===== src/hw/rtl/lacq_text_ram.sv =====
// Simple dual-port text memory: one write port, one registered read port.
module lacq_text_ram #(
  parameter int ADDR_W = 9,
  parameter int DATA_W = 8
) (
  input  logic              clk,
  input  logic              we,
  input  logic [ADDR_W-1:0] waddr,
  input  logic [DATA_W-1:0] wdata,
  input  logic [ADDR_W-1:0] raddr,
  output logic [DATA_W-1:0] rdata
);

  logic [DATA_W-1:0] mem [2**ADDR_W];

  always_ff @(posedge clk) begin
    if (we) begin
      mem[waddr] <= wdata;
    end
  end

  always_ff @(posedge clk) begin
    rdata <= mem[raddr];
  end

endmodule


===== config.mk =====
export PLATFORM = sky130hd
export DESIGN_NAME = lacq_text_ram
export DESIGN_NICKNAME = d
export VERILOG_FILES = /design/src/hw/rtl/lacq_text_ram.sv
export SDC_FILE = /design/constraint.sdc
export NUM_CORES = 2
export LEC_CHECK = 0
export BUFFER_PORTS_ARGS = -buffer_cell sky130_fd_sc_hd__buf_2
export CAP_MARGIN = 0
export CORE_UTILIZATION = 63
export CTS_CLUSTER_SIZE = 20
export DETAILED_ROUTE_END_ITERATION = 7
export GPL_TIMING_DRIVEN = 1
export PLACE_DENSITY = 0.79
export SETUP_SLACK_MARGIN = 0.15
export SLEW_MARGIN = 10
export SYNTH_ARGS = -nofsm -noshare
export SYNTH_HDL_FRONTEND = slang
export SYNTH_SLANG_ARGS = --single-unit

===== constraint.sdc =====
create_clock -name clk -period 2.9 [get_ports clk]
set_clock_uncertainty 0.1 [all_clocks]
set_input_delay 0.58 -clock clk [delete_from_list [all_inputs] [get_ports clk]]
set_output_delay 0.58 -clock clk [all_outputs]
set_load 0.01 [all_outputs]

======== Word-level counts from Yosys, hierarchy flattened ========
Memories as Yosys holds them, arrays and structs flattened. A register that Yosys moved wholly into a read port is not among the register bits.
Index checks and enable logic that the tools add are counted.
word-level totals
  memory bits (writable) .................. 4096
  register bits after elaboration ......... 0
  logic and storage cells ................. 3
  input bits .............................. 28
  memories ................................ 1
  output and inout bits ................... 8
memories
  name  depth  width  rd ports  clocked after Yosys merged registers in  write ports  RTL line  RTL
  mem   512    8      1         1                                        1            14        logic [DATA_W-1:0] mem [2**ADDR_W];
operators by class
  muxes and demuxes ....................... 2
operators by type and width
  cell              count
  2-to-1 mux 1 bit  2

======== Depth between registers and ports, before layout ========
  depth after elaboration ................. 2
  depth in mapped cells ................... 12
  depth with buffers taken out ............ 7

======== Least setup slack after synthesis ========
No wires, ideal clock.
  path kind ............................... input-to-reg
  start ................................... input raddr[0]
  end ..................................... register rdata[0], read port of mem
  required time ........................... 2.682 ns
  cell stages on the path ................. 10
  setup time .............................. 0.118 ns
  setup slack ............................. 0.248 ns
  arrival ................................. 2.434 ns
  path buffers ............................ 4
  cells stage by stage .................... buf_4 buf_12 buf_12 buf_2 mux4_2 o21ai_0 nand3_1 nand4_1 o21ai_0 o2111a_1
RTL lines
  element      RTL line  RTL
  from (decl)  10        input logic [ADDR_W-1:0] raddr,
  to (decl)    11        output logic [DATA_W-1:0] rdata

==> results.py <==
metrics = {
    "status": {
        "outcome": "finished, final reports clean",
    },
    "critical_path": {
        "worstSetupPathType": "in -> reg",
        "worstPathRequired_ns": 3.75,
        "r2r_cells": 9,
        "cp_max_fo": 52,
        "r2r_end": "rdata[4]$_DFF_P_",
        "critical_path_arrival_ns": 3.73,
        "r2r_slack_ns": 0.06,
        "critPathLaunchType": "primary input",
        "endpoint_kind": "flop",
        "r2r-start": "mem[35][4]$_DFFE_PP_",
    },
    "logic_synthesis": {
        "ys.flop_type": "edfxtp_1",
        "synth-edff-count": 4096,
        "syn_inst": 8030,
        "yosys_warnings": 0,
        "avgSynthCellArea_sq_um": 19.9,
        "synth_seq_cells": 4104,
        "ys_types": 51,
        "synth_top_area_share_pct": 76.9,
        "synth_area_leaders": "edfxtp_1 (77%), mux4_2 (9.2%), mux2i_1 (5.0%)",
        "synth_top_area_cell": "edfxtp_1",
        "syn_area_sq_um": 160000,
        "syn_nets": 8058,
        "async_reset_ff_share_pct": 0,
        "synth_seq_area_share_pct": 77.0,
    },
    "floorplanning": {
        "row_count": 184,
        "ios": 36,
        "die_y_um": 506,
        "die_area_sq_um": 256000,
        "core_sq_um": 252000,
        "start_util_pct": 63.5,
        "die_w_um": 506,
    },
    "timing": {
        "relSlewSlack_pct": 36.0,
        "rsz0062_at_grt": "yes",
        "fin_crit_sh_pct": 99.4,
        "tightest_slew_ns": 0.957,
        "fin_tns_setup_ns": 0,
        "worst_slack_ns": 0.0160,
        "slew_viol_final": 0,
        "max_freq_mhz": 347,
        "hold_viol": 0,
        "finalSetupViolCount": 0,
        "fin_crit_ns": 2.88,
    },
    "clocking": {
        "clock-sinks": 4104,
        "post_cts_buffers": 0,
        "cts_htree_levels": 5,
        "cts_buffers": 404,
        "clk_pin_slew_ns": 0.07,
        "cts.path.max_buffers": 4,
        "clock-root-buffer": "clkbuf_16",
        "cts_tree": "built",
        "worstSkewPairLatency_ns": 1.03,
    },
    "pwr": {
        "p_leak_uw": 0.0629,
        "power_density_nw_per_um2": 662,
        "ir_drop_mv": 0.688,
    },
    "global_routing": {
        "grt.total_usage_pct": 34.8,
        "grt_pass1_vias": 93100,
        "met3_usage_pct": 9.22,
        "busiest_layer": "met2",
        "grt_max_degree": 127,
        "antenna_found_initial": 30,
        "grtUsageMet1_pct": 45.0,
        "grtUsageMet2_pct": 53.9,
        "overflow": 0,
        "grt_pass1_wl_mm": 637,
    },
    "place": {
        "dp_cells": 12400,
        "port_buffers": 35,
        "place_congestion": 0.984,
        "placed_cell_area_sq_um": 175000,
        "dpl_worst_slack_ns": -1.15,
        "hpwlAfterDp_mm": 269,
    },
    "job": {
        "maxCapViolCount": 0,
    },
    "drt": {
        "wl_mm": 446,
        "drt-vias-per-instance": 7.02,
        "drtIter0Drc": 15300,
        "antenna_left": 0,
        "vias": 91900,
        "wl_per_cell_um": 34.0,
        "drc": 0,
        "drt_first_pass_iters": 7,
    },
    "final_layout": {
        "utilization_pct": 74.6,
        "nNetsFinal": 9451,
        "instances_no_fill": 13100,
        "multiInputGateArea_sq_um": 34100,
        "drive_gt1_share_pct": 28.2,
        "fin_area_sq_um": 188000,
        "syn_to_final_growth_pct": 17.4,
        "filler_cell_count": 12800,
        "regArea_sq_um": 123000,
    },
    "min_path": {
        "min-delay-start": "waddr[4]",
        "holdPathStages": 5,
        "hold-path-endpoint": "mem[111][7]$_DFFE_PP_",
        "hp-class": "in -> reg",
    },
}
-- cell usage after synthesis, types with 2 or more instances --
cell       number
o21ai_0       118
a211oi_1       17
and3b_1         4
a22oi_1        61
o211ai_1        2
a211o_1         2
and2_1         20
clkbuf_1      265
nor3_1        109
buf_12          5
inv_1           2
o41ai_1         7
a31oi_1         2
nor2_1        597
nand2_1       111
nor3b_1         8
o31ai_1        13
and3_1          4
nand2b_1        4
mux4_2        654
o22a_1          3
buf_6          64
a21oi_1       194
buf_4          70
buf_2          57
o2111a_1        8
a2111oi_0       3
a22o_1          5
nand3_1        36
o221ai_1      371
or2_2           4
dfxtp_1         8
o311ai_0        5
buf_1          41
o22ai_1       163
nor4_1         36
or3_1           6
nand4_1        32
buf_8          11
nor2b_1         6
mux2i_1       797
edfxtp_1     4096
-- final cells by class --
type	count	area share, %
timing repair buffer	1500	7.15
clock inverter	220	1.23
tap	3348	2.23
multi-input combinational	3410	18.1
clock buffer	505	5.66
sequential	4104	65.6
inverter	3	0.00999
antenna	15	0.0200
-- stage by stage --
step | hold WS (ns) | power [uW]
3_3_place_gp | 0.835 | 73100
3_5_place_dp | 0.843 | 73300
4_1_cts | 0.246 | 124000
6_report | 0.296 | 124000
2_1_floorplan | 0.579 | 69700
5_1_grt | 0.317 | 127000
-- critical path, cell delays in order --
cell and delay (ns):
buf_8 0.14, or2_4 0.40, buf_12 0.24, buf_4 0.24, o221ai_1 0.33, o22ai_1 0.17, a22oi_1 0.40, nand2_1 0.19
o21ai_1 0.50, buf_4 0.25, o2111a_1 0.17
-- sequential cells by signal, indices dropped and copies added, names as in the netlist --
name / flops
rdata: 8
mem: 4096
-- power by group --
| part | internal, uW | switching (uW) |
|---|---|---|
| Combinational | 2580 | 4420 |
| Clock | 29900 | 22000 |
| Sequential | 65300 | 79.0 |
-- how the worst max path moves through the flow --
stage / end / from / slack [ns] / cells past startpoint
floorplan: rdata[0]$_DFF_P_ / raddr[0] / 0.25 / 10
global placement: rdata[2]$_DFF_P_ / raddr[2] / -1.06 / 12
detailed placement: rdata[4]$_DFF_P_ / raddr[0] / -1.15 / 12
CTS: rdata[4]$_DFF_P_ / raddr[1] / 0.08 / 12
global route: rdata[4]$_DFF_P_ / mem[35][4]$_DFFE_PP_ / 0.1 / 9
finish: rdata[7]$_DFF_P_ / raddr[1] / 0.02 / 11
-- cells by family after synthesis --
kind of cell / share of synthesized area [%]
buffers and inverters: 1.85
muxes: 14.2
AOI/OAI and AO/OA: 4.31
DFF: 77.0
and+or+nand+nor: 2.63
-- cells in the final DEF, fill, tap and decap left out, types with 67 or more instances in the layout --
master     synthesis  layout
clkbuf_1         265      93
nor3_1           109     107
nand2_1          111      98
a21oi_1          194     194
o221ai_1         371     368
o21ai_0          118     113
clkinv_2           0      67
mux2i_1          797     797
buf_12             5     164
edfxtp_1        4096    4096
buf_4             70    1289
nor2_1           597     597
clkbuf_16          0     411
clkinv_1           0      78
mux4_2           654     654
o22ai_1          163     163
-- what timing repair did --
action / 4_1_cts / 5_1_grt
setup endpoints to repair: 7 / 6
pin swaps: 1 / 2
endpoints found under the hold margin: 228 / 0
hold buffers: 8 / 0
resized for setup: 9 / 15
cloned: 0 / 2
-- per-layer routing --
metal | share of wire [%] | vias up
met2 | 47 | 8138
met1 | 32 | 46000
met4 | 6.8 | 12
li1 | - | 36200
met3 | 14 | 1618
met5 | 0.018 | -
(Power assumes the default switching activity.)
